$ cat config.mk
export PLATFORM = sky130hd
export DESIGN_NAME = detection_triggered_record_control_unit
export DESIGN_NICKNAME = d
export VERILOG_FILES = /design/src/hdl/dtrc_pkg.sv /design/src/hdl/dtrc_step.sv /design/src/hdl/detection_triggered_record_control_unit.sv
export VERILOG_INCLUDE_DIRS = /design/src /design/src/hdl
export SDC_FILE = /design/constraint.sdc
export NUM_CORES = 1
export LEC_CHECK = 0
export ABC_AREA = 1
export BUFFER_PORTS_ARGS = -buffer_cell sky130_fd_sc_hd__buf_2
export CAP_MARGIN = 20
export CORE_MARGIN = 5
export CORE_UTILIZATION = 50
export CTS_BUF_LIST = sky130_fd_sc_hd__clkbuf_8
export DETAILED_ROUTE_END_ITERATION = 10
export PLACE_DENSITY = 0.67
export SETUP_SLACK_MARGIN = 0.15
export SYNTH_ARGS = -nofsm -noshare
export SYNTH_HDL_FRONTEND = slang
export SYNTH_SLANG_ARGS = --single-unit
$ cat constraint.sdc
create_clock -name clk -period 6.1 [get_ports clk]
set_input_delay 0.915 -clock clk [delete_from_list [all_inputs] [get_ports clk]]
set_output_delay 0.915 -clock clk [all_outputs]
set_load 0.02 [all_outputs]
$ cat src/hdl/detection_triggered_record_control_unit_macros.svh
// Assertion helpers shared by the record control design.
`ifndef DETECTION_TRIGGERED_RECORD_CONTROL_UNIT_MACROS_SVH
`define DETECTION_TRIGGERED_RECORD_CONTROL_UNIT_MACROS_SVH

// The consequent must hold in the same cycle as the antecedent.
`define DTRC_ASSERT_SAME(label, ante, cons, msg) \
    label: assert property (@(posedge clk) disable iff (!rst_n) (ante) |-> (cons)) \
        else $error(msg);

// The consequent must hold in the cycle after the antecedent.
`define DTRC_ASSERT_NEXT(label, ante, cons, msg) \
    label: assert property (@(posedge clk) disable iff (!rst_n) (ante) |=> (cons)) \
        else $error(msg);

`endif

$ cat src/hdl/dtrc_pkg.sv
package dtrc_pkg;

    localparam int TIME_W   = 32;
    localparam int COUNT_W  = 8;
    localparam int REASON_W = 2;
    localparam int INDEX_W  = 3;
    localparam int CFG_W    = 32;

    localparam logic [REASON_W-1:0] STOP_NONE = 2'd0;
    localparam logic [REASON_W-1:0] STOP_MAX  = 2'd1;
    localparam logic [REASON_W-1:0] STOP_GONE = 2'd2;

    localparam logic [INDEX_W-1:0] REG_DETECT_THRESHOLD = 3'd0;
    localparam logic [INDEX_W-1:0] REG_MAX_DURATION     = 3'd1;
    localparam logic [INDEX_W-1:0] REG_POST_DETECT_HOLD = 3'd2;
    localparam logic [INDEX_W-1:0] REG_MIN_DURATION     = 3'd3;

    localparam logic [COUNT_W-1:0] RST_DETECT_THRESHOLD = 8'd5;
    localparam logic [TIME_W-1:0]  RST_MAX_DURATION     = 32'd60000;
    localparam logic [TIME_W-1:0]  RST_POST_DETECT_HOLD = 32'd5000;
    localparam logic [TIME_W-1:0]  RST_MIN_DURATION     = 32'd10000;

    typedef struct packed {
        logic              face_seen;
        logic [TIME_W-1:0] now_ms;
    } dtrc_in_t;

    typedef struct packed {
        logic                start_pulse;
        logic                stop_pulse;
        logic [REASON_W-1:0] halt_cause;
        logic                rec_on;
    } dtrc_out_t;

    typedef struct packed {
        logic [COUNT_W-1:0] detect_threshold;
        logic [TIME_W-1:0]  max_duration_ms;
        logic [TIME_W-1:0]  post_detect_hold_ms;
        logic [TIME_W-1:0]  min_duration_ms;
    } dtrc_cfg_t;

    typedef struct packed {
        logic               recording_flag;
        logic [COUNT_W-1:0] detect_run_count;
        logic [TIME_W-1:0]  rec_begin_ms;
        logic [TIME_W-1:0]  last_detect_time;
    } dtrc_state_t;

endpackage

$ cat src/hdl/dtrc_step.sv
module dtrc_step
    import dtrc_pkg::*;
(
    input  dtrc_cfg_t   cfg,
    input  dtrc_state_t state,
    input  dtrc_in_t    item,
    output dtrc_state_t state_next,
    output dtrc_out_t   result
);

    always_comb
    begin
        logic [COUNT_W-1:0]  count_inc;
        logic                start;
        logic                active;
        logic [TIME_W-1:0]   start_time;
        logic [TIME_W-1:0]   last_time;
        logic [TIME_W-1:0]   dur;
        logic [TIME_W-1:0]   quiet;
        logic [REASON_W-1:0] reason;
        logic                stop;

        if (!item.face_seen)
        begin
            count_inc = '0;
        end
        else if (state.detect_run_count == {COUNT_W{1'b1}})
        begin
            count_inc = state.detect_run_count;
        end
        else
        begin
            count_inc = state.detect_run_count + COUNT_W'(1);
        end

        start      = item.face_seen && !state.recording_flag
                     && (count_inc >= cfg.detect_threshold);
        active     = state.recording_flag || start;
        start_time = start ? item.now_ms : state.rec_begin_ms;
        last_time  = item.face_seen ? item.now_ms : state.last_detect_time;
        dur        = item.now_ms - start_time;
        quiet      = item.now_ms - last_time;

        reason = STOP_NONE;
        if (active)
        begin
            if (dur >= cfg.max_duration_ms)
            begin
                reason = STOP_MAX;
            end
            else if (quiet >= cfg.post_detect_hold_ms && dur >= cfg.min_duration_ms)
            begin
                reason = STOP_GONE;
            end
        end
        stop = (reason != STOP_NONE);

        state_next.recording_flag    = active && !stop;
        state_next.detect_run_count  = (start || stop) ? '0 : count_inc;
        state_next.rec_begin_ms      = start_time;
        state_next.last_detect_time  = last_time;

        result.start_pulse = start;
        result.stop_pulse  = stop;
        result.halt_cause  = reason;
        result.rec_on      = active && !stop;
    end

endmodule

$ cat src/hdl/detection_triggered_record_control_unit.sv
// Detection-triggered record control.
// Input channel: in_valid, in_stall and in_data carry one beat per video frame,
// holding the face detection flag and the frame timestamp in milliseconds.
// Output channel: out_valid, out_stall and out_data carry one result beat per
// frame with the start and stop pulses, the stop reason and the recording flag.
// Configuration: cfg_write, cfg_index and cfg_data write the detection threshold
// and the maximum, hold and minimum durations; unknown indexes are ignored.
// A frame is taken into an input register, evaluated by one pass of compare and
// subtract logic and stored in a result register, from which its result beat is
// presented. One frame is accepted every cycle while in_stall is low, since
// the state update of a frame completes in the same cycle it is evaluated.
// Reset restores the default configuration, clears the recording flag, the
// detection run count and both stored times, and empties both registers.
// When the receiver stalls, the result beat holds; the input register still
// fills, and in_stall rises once both registers hold a beat while out_stall is high.
module detection_triggered_record_control_unit
    import dtrc_pkg::*;
(
    input  logic               clk,
    input  logic               rst_n,
    input  logic               in_valid,
    output logic               in_stall,
    input  dtrc_in_t           in_data,
    output logic               out_valid,
    input  logic               out_stall,
    output dtrc_out_t          out_data,
    input  logic               cfg_write,
    input  logic [INDEX_W-1:0] cfg_index,
    input  logic [CFG_W-1:0]   cfg_data
);

`include "detection_triggered_record_control_unit_macros.svh"

    dtrc_cfg_t   cfg_reg;
    dtrc_cfg_t   cfg_next;
    dtrc_state_t state_reg;
    dtrc_state_t state_next;
    dtrc_in_t    in_data_reg;
    logic        in_valid_reg;
    dtrc_out_t   out_data_reg;
    dtrc_out_t   out_data_next;
    logic        out_valid_reg;
    logic        advance;

    assign advance   = in_valid_reg && (!out_valid_reg || !out_stall);
    assign in_stall  = in_valid_reg && !advance;
    assign out_valid = out_valid_reg;
    assign out_data  = out_data_reg;

    always_comb
    begin
        cfg_next = cfg_reg;
        if (cfg_write)
        begin
            unique case (cfg_index)
                REG_DETECT_THRESHOLD: cfg_next.detect_threshold    = cfg_data[COUNT_W-1:0];
                REG_MAX_DURATION:     cfg_next.max_duration_ms     = cfg_data[TIME_W-1:0];
                REG_POST_DETECT_HOLD: cfg_next.post_detect_hold_ms = cfg_data[TIME_W-1:0];
                REG_MIN_DURATION:     cfg_next.min_duration_ms     = cfg_data[TIME_W-1:0];
                default:              cfg_next = cfg_reg;
            endcase
        end
    end

    dtrc_step u_step
    (
        .cfg        (cfg_reg),
        .state      (state_reg),
        .item       (in_data_reg),
        .state_next (state_next),
        .result     (out_data_next)
    );

    always_ff @(posedge clk or negedge rst_n)
    begin
        if (!rst_n)
        begin
            cfg_reg.detect_threshold    <= RST_DETECT_THRESHOLD;
            cfg_reg.max_duration_ms     <= RST_MAX_DURATION;
            cfg_reg.post_detect_hold_ms <= RST_POST_DETECT_HOLD;
            cfg_reg.min_duration_ms     <= RST_MIN_DURATION;
            state_reg                   <= '0;
            in_valid_reg                <= 1'b0;
            out_valid_reg               <= 1'b0;
        end
        else
        begin
            cfg_reg <= cfg_next;
            if (advance)
            begin
                state_reg <= state_next;
            end
            if (!in_stall)
            begin
                in_valid_reg <= in_valid;
            end
            if (advance)
            begin
                out_valid_reg <= 1'b1;
            end
            else if (!out_stall)
            begin
                out_valid_reg <= 1'b0;
            end
        end
    end

    always_ff @(posedge clk)
    begin
        if (in_valid && !in_stall)
        begin
            in_data_reg <= in_data;
        end
        if (advance)
        begin
            out_data_reg <= out_data_next;
        end
    end

    `DTRC_ASSERT_SAME(a_stop_ends_recording, out_valid_reg && out_data_reg.stop_pulse,
        !out_data_reg.rec_on, "A stop beat still reports recording.")
    `DTRC_ASSERT_SAME(a_reason_matches_stop, out_valid_reg,
        out_data_reg.stop_pulse == (out_data_reg.halt_cause != STOP_NONE),
        "Stop reason and stop pulse disagree.")
    `DTRC_ASSERT_SAME(a_start_sets_recording,
        out_valid_reg && out_data_reg.start_pulse && !out_data_reg.stop_pulse,
        out_data_reg.rec_on, "A start beat without a stop does not report recording.")
    `DTRC_ASSERT_NEXT(a_advance_fills_output, advance,
        out_valid_reg && out_data_reg.rec_on == state_reg.recording_flag,
        "An evaluated frame did not reach the result register.")
    `DTRC_ASSERT_SAME(a_empty_never_stalls, !in_valid_reg, !in_stall,
        "Input stalls while the input register is empty.")

endmodule
; ---- Word level (Yosys, flattened, before mapping)
; Cells that the tools add are included.
[totals]
reg_bits = 217
in_bits = 73
out_inout_bits = 7
wordCells = 60
[op_classes]
add_sub_neg = 3
magnitude_cmp = 4
eq_ne = 5
n_mux = 10
n_reduce_logical = 22
[op_table]
columns = op, count
row1 = greater-or-equal comparator 32 bit, 3
row2 = two-way mux 32 bit, 2
row3 = subtractor 32 bit, 2
row4 = two-way mux 8 bit, 3
row5 = "adder 8 x 1 -> 8 bit, second input constant", 1
row6 = "equality test 8 bit, second input constant", 1
row7 = greater-or-equal comparator 8 bit, 1
row8 = AND reduction 2 bit, 4
row9 = logical AND 1 bit, 7
row10 = "equality test 3 x 2 -> 1 bit, second input constant", 2
row11 = zero test 1 bit, 6
row12 = two-way mux 2 bit, 3
row13 = "equality test 3 x 1 -> 1 bit, second input constant", 1
row14 = zero test 3 bit, 1
row15 = logical OR 1 bit, 3
row16 = two-way mux 1 bit, 2
row17 = "!= test 2 x 1 -> 1 bit, second input constant", 1
row18 = nonzero test 2 bit, 1

; ---- Longest topological paths before layout
[depth]
depth_word = 15
ltp_mapped = 47
ltp_nobuf = 47

; ---- Modules after synthesis
; From an unflattened synthesis, not the netlist that was laid out.
[unflattened]
cells_unflattened = 2088
area_unflattened_um2 = 15736.3
[modules_own_cells]
columns = module, instances, cells_per_inst, area_each_um2, seq_area_each_um2
row1 = detection_triggered_record_control_unit, 1, 815, 8186.6, 5644.2
row2 = dtrc_step, 1, 1273, 7549.7, 0.0

; ---- Least setup slack after synthesis
; OpenSTA, ideal clock, no wires.
[synth_timing]
kind = register to register
from = register state_reg[64] (netlist bit)
to = register out_data_reg, in the netlist out_data[0], data pin
setup_time_ns = 0.252
arrival_ns = 5.155
required_time_ns = 5.848
path_slack_ns = 0.694
path_stages_with_launch = 44
n_path_buf = 1
period_less_slack_ns = 5.406
cell_sequence = dfrtp_1 -> ha_1 -> nand2_1 -> nor3_2 -> inv_1 -> nor3_4 -> nor2_1 -> nand2_1 -> xor2_1 -> nand2_1 -> inv_1 -> ha_1 -> nand2_1 -> nor2_2 -> nand4_1 -> nand3_2 -> nand2_4 -> inv_2 -> [8 not listed] -> a21oi_1 -> inv_1 -> a211oi_1 -> nand2_1 -> nand2_1 -> nand2_1 -> ha_1 -> nand4_1 -> inv_1 -> nand2_1 -> nor4_1 -> nand4_1 -> nand3_1 -> nand2_1 -> inv_1 -> nand2_1 -> nand3_1 -> inv_1
[synth_lines]
columns = item, line
row1 = from (decl), detection_triggered_record_control_unit.sv:36  ; dtrc_state_t state_reg;
row2 = from (signal assigned), detection_triggered_record_control_unit.sv:91  ; state_reg <= state_next;
row3 = to (signal assigned), detection_triggered_record_control_unit.sv:116  ; out_data_reg <= out_data_next;
row4 = to (decl), detection_triggered_record_control_unit.sv:40  ; dtrc_out_t out_data_reg;

; ---- Worst setup path in the final report
[layout_timing]
from = register state_reg[64] (netlist bit)
to = register state_reg[70] (netlist bit)
[layout_between]
elab_chain_cells = 15
elab_cells_between_ends = 18
classes_between = 2 x add/sub / 3 x order compare / 1 x eq/ne / 7 x mux / 5 x reduce/logical
[layout_lines]
columns = item, line
row1 = adder 8 x 1 -> 8 bit or equality test 8 bit (tied branches), "dtrc_step.sv:33, dtrc_step.sv:27"
row2 = two-way mux 8 bit *, dtrc_step.sv:27  ; else if (state.detect_run_count == {COUNT_W{1'b1}})
row3 = two-way mux 8 bit *, dtrc_step.sv:23  ; if (!item.face_seen)
row4 = greater-or-equal comparator 8 bit, dtrc_step.sv:37  ; && (count_inc >= cfg.detect_threshold);
row5 = logical AND 1 bit, dtrc_step.sv:37
row6 = two-way mux 32 bit, dtrc_step.sv:39  ; start_time = start ? item.now_ms : state.rec_begin_ms;
row7 = subtractor 32 bit, dtrc_step.sv:41  ; dur = item.now_ms - start_time;
row8 = greater-or-equal comparator 32 bit, dtrc_step.sv:51  ; else if (quiet >= cfg.post_detect_hold_ms && dur >= cfg.min_duration_ms)
row9 = logical AND 1 bit, dtrc_step.sv:51
row10 = two-way mux 2 bit, dtrc_step.sv:51
row11 = two-way mux 2 bit, dtrc_step.sv:47  ; if (dur >= cfg.max_duration_ms)
row12 = two-way mux 2 bit, dtrc_step.sv:45  ; if (active)
row13 = nonzero test 2 bit, dtrc_step.sv:56  ; stop = (reason != STOP_NONE);
row14 = logical OR 1 bit, dtrc_step.sv:59  ; state_next.detect_run_count = (start || stop) ? '0 : count_inc;
row15 = two-way mux 8 bit *, dtrc_step.sv:59
; Every way passes the cells marked *; elsewhere a longest branch is shown, timed or not.
; A chain may end at the register's enable or synchronous reset.

==> impl_results.md <==
- Max FFs per register: around 100
- Initial Util: 0.509
- Clk buf depth: 3
- Antenna violations before repair: 0
- #FFs+latches synth: 217
- Most used cell, CP: nand2_1
- Via-to-Cell Ratio: 5.42
- Synthesis-to-finish area growth: 20.7%
- Crit path time final: 6.04 ns
- Final core occ: 0.614
- Pwr dens: 521 nW/um2
- Post-synth cell types: 45
- Ys flop type: dfrtp_1
- Hold Crit Class: in -> async
- Critical path startpoint: state_reg[64]
- Critical Path Source Type: register
- Post-DP HPWL: 30200 um
- Seq. cell area: 5640 um2
- Result of the run: completed
- Async SR Flop Fraction: 0.825
- Routed Antenna Nets: 0
- 1st-iter DRT viols: ~1100
- Fmax: 165 MHz
- Core footprint: 28900 um2
- Hold Fails Final Rpt: 0
- CTS Root Cell: clkbuf_8
- P_leak: just under 0.009 uW
- Worst-Skew Late Latency: 0.55 ns
- Fill cells: 2566
- Ys Warns: 0
- DR WL/cell: 16.7 um
- Fin area: 17700 um2
- Critical path class: reg -> reg
- Mapped Nets: 2117
- Final setup margin: between 0.05 and 0.06 ns
- GR Overflow Total: 0
- Final Setup Violations: 0
- Layout cells sized above 1: 0.198
- Top-count cell post-synth: nand2_1
- Sequential-to-total area share from yosys stat: 0.385
- CP max stage cell: a21oi_1
- Gate Count Post-Synth: 1875
- Number of max-cap violations: 0
- # port buffers: 79
- Worst Path Required: 6.57 ns
- Total GRT Usage: 0.240
- Max Clock Skew: around 0.02 ns
- DRT Wirelength: 40800 um
- Post-DP Area: roughly 16000 um2
- # IOs: 80
- CP endpoint kind: register
- Ant. Diodes: 0
- VDD IR-drop max: approximately 0.23 mV
- DR pass1 iterations: 6
- RSZ-0062 raised after global routing: yes
- Period utilisation layout: 0.991
- Vias: between 10000 and 15000
- Die ar.: 32900 um2
- Largest net degree at the start of global routing: between 100 and 150
- Clock sinks: 217
- Critical-path maximum fanout: 8
- Number of synthesized flops with an enable pin: 38
- Critical R2R Launch: state_reg[64]
- Slew Limit Fails: 0
- CTS buffer count: 40
- Post-Place Worst Slack: -0.255 ns
- Fin Setup TNS: 0 ns
- Syn avg cell area: roughly 8 um2
- Vias in the first global route: 12885
- Clk slew on worst S/H paths: 0.06 ns
- Nets: 2269
- Cell Rows: 62
- Tightest Pin Transition: 1.04 ns
- CTS tree: built
- Slew HR: 0.306
- Max incr delay on CP: 0.39 ns
- CP arrival: roughly 6.5 ns
- Synthesized area: 14700 um2
- Number of H-tree levels: 2
- Die X-Extent: 181 um
- Top cells by area, synth: dfrtp_1 (27%), ha_1 (14%), nand2_1 (12%)
- Most frequent cells after synthesis: nand2_1 (455), inv_1 (281), o21ai_0 (278), ha_1 (167), dfrtp_1 (160)
- Multi-input gate area: about 8500 um2
- First-pass GRT wire length: 65400 um
- Hold_buf cts: 0
- Die Ht: around 180 um
- Final Wtd Congestion: 0.973
- Synth area leader: dfrtp_1
- Post-synth top area share: 0.273
- DRC: 0
-- metal layers --
layer / vias up / track usage / part of all wire
met3: 74 / 0.0392 / 0.060
met1: 6225 / 0.341 / 0.47
met2: 427 / 0.388 / 0.45
met5: - / 0 / 0
met4: 0 / 0.0585 / 0.023
li1: 6512 / - / -
-- placed cells by master (no fill, tap or decap), drive strengths merged, types with 7 or more instances in the layout --
cell | synthesis | layout
a21oi | 132 | 132
buf | 3 | 158
clkbuf | 45 | 48
dfrtp | 160 | 160
dfstp | 19 | 19
edfxtp | 38 | 38
ha | 167 | 167
inv | 285 | 298
nand2 | 467 | 467
nand3 | 49 | 49
nand4 | 26 | 26
nor2 | 68 | 68
nor3 | 20 | 20
nor4 | 7 | 7
o211ai | 9 | 9
o21ai | 294 | 294
xnor2 | 15 | 15
xor2 | 38 | 38
-- metrics by stage --
step | total power, uW | hold WS, ns | instances
finish | 9230 | 0.435 | 2443
global route | 10000 | 0.499 | 2443
CTS | 8730 | 0.484 | 2432
detailed placement | 6670 | 0.469 | 2327
global placement | 6550 | 0.462 | 2326
floorplan | 5250 | 0.448 | 1875
-- cells by family after synthesis --
family	synth area share
adder cells (fa/ha/maj)	0.145
buffers and inverters	0.0853
flip-flops	0.385
XOR/XNOR	0.0316
AND/OR/NAND/NOR	0.185
AO/OA/AOI/OAI	0.168
-- critical path, delay by kind of cell (launching register included) --
family / cells / cell delay (ns)
simple gates: 17 / 2.27
compound gates: 7 / 1.53
fa+ha+maj: 4 / 0.97
buf+inv: 6 / 0.64
flops: 1 / 0.35
xor+xnor: 1 / 0.18
-- repair_timing --
item,in CTS,in global routing
pin swaps,55,51
gates cloned,1,0
endpoints found under the hold margin,0,0
gates resized for setup,91,102
setup endpoints to repair,13,13
setup buffers,30,11
-- where the power goes --
| part | internal (uW) | leakage, uW | switching, uW |
|---|---|---|---|
| Sequential | 1840 | 0.00258 | 205 |
| Combinational | 2210 | 0.00566 | 3400 |
| Clock | 930 | 0.000507 | 640 |
| Total | 4980 | 0.00875 | 4250 |
-- layout make-up --
type,count,area share
Timing Repair Buffer,158,0.0605
Clock inverter,26,0.0139
Inverter,285,0.0608
Clock buffer,48,0.0373
Multi-Input combinational cell,1325,0.482
Tap cell,384,0.0271
Sequential cell,217,0.319
-- worst paths after layout --
kind,cells after the start,to,slack (ns)
min in group clk,2,state_reg[9],0.48
max in group asynchronous,2,state_reg[29],4.34
hold reg to reg,2,state_reg[9],0.48
setup reg to reg,35,state_reg[70],0.06
setup / recovery,35,state_reg[70],0.06
hold / removal,1,state_reg[71],0.43
Note: power is estimated with default switching activity, not from simulation.
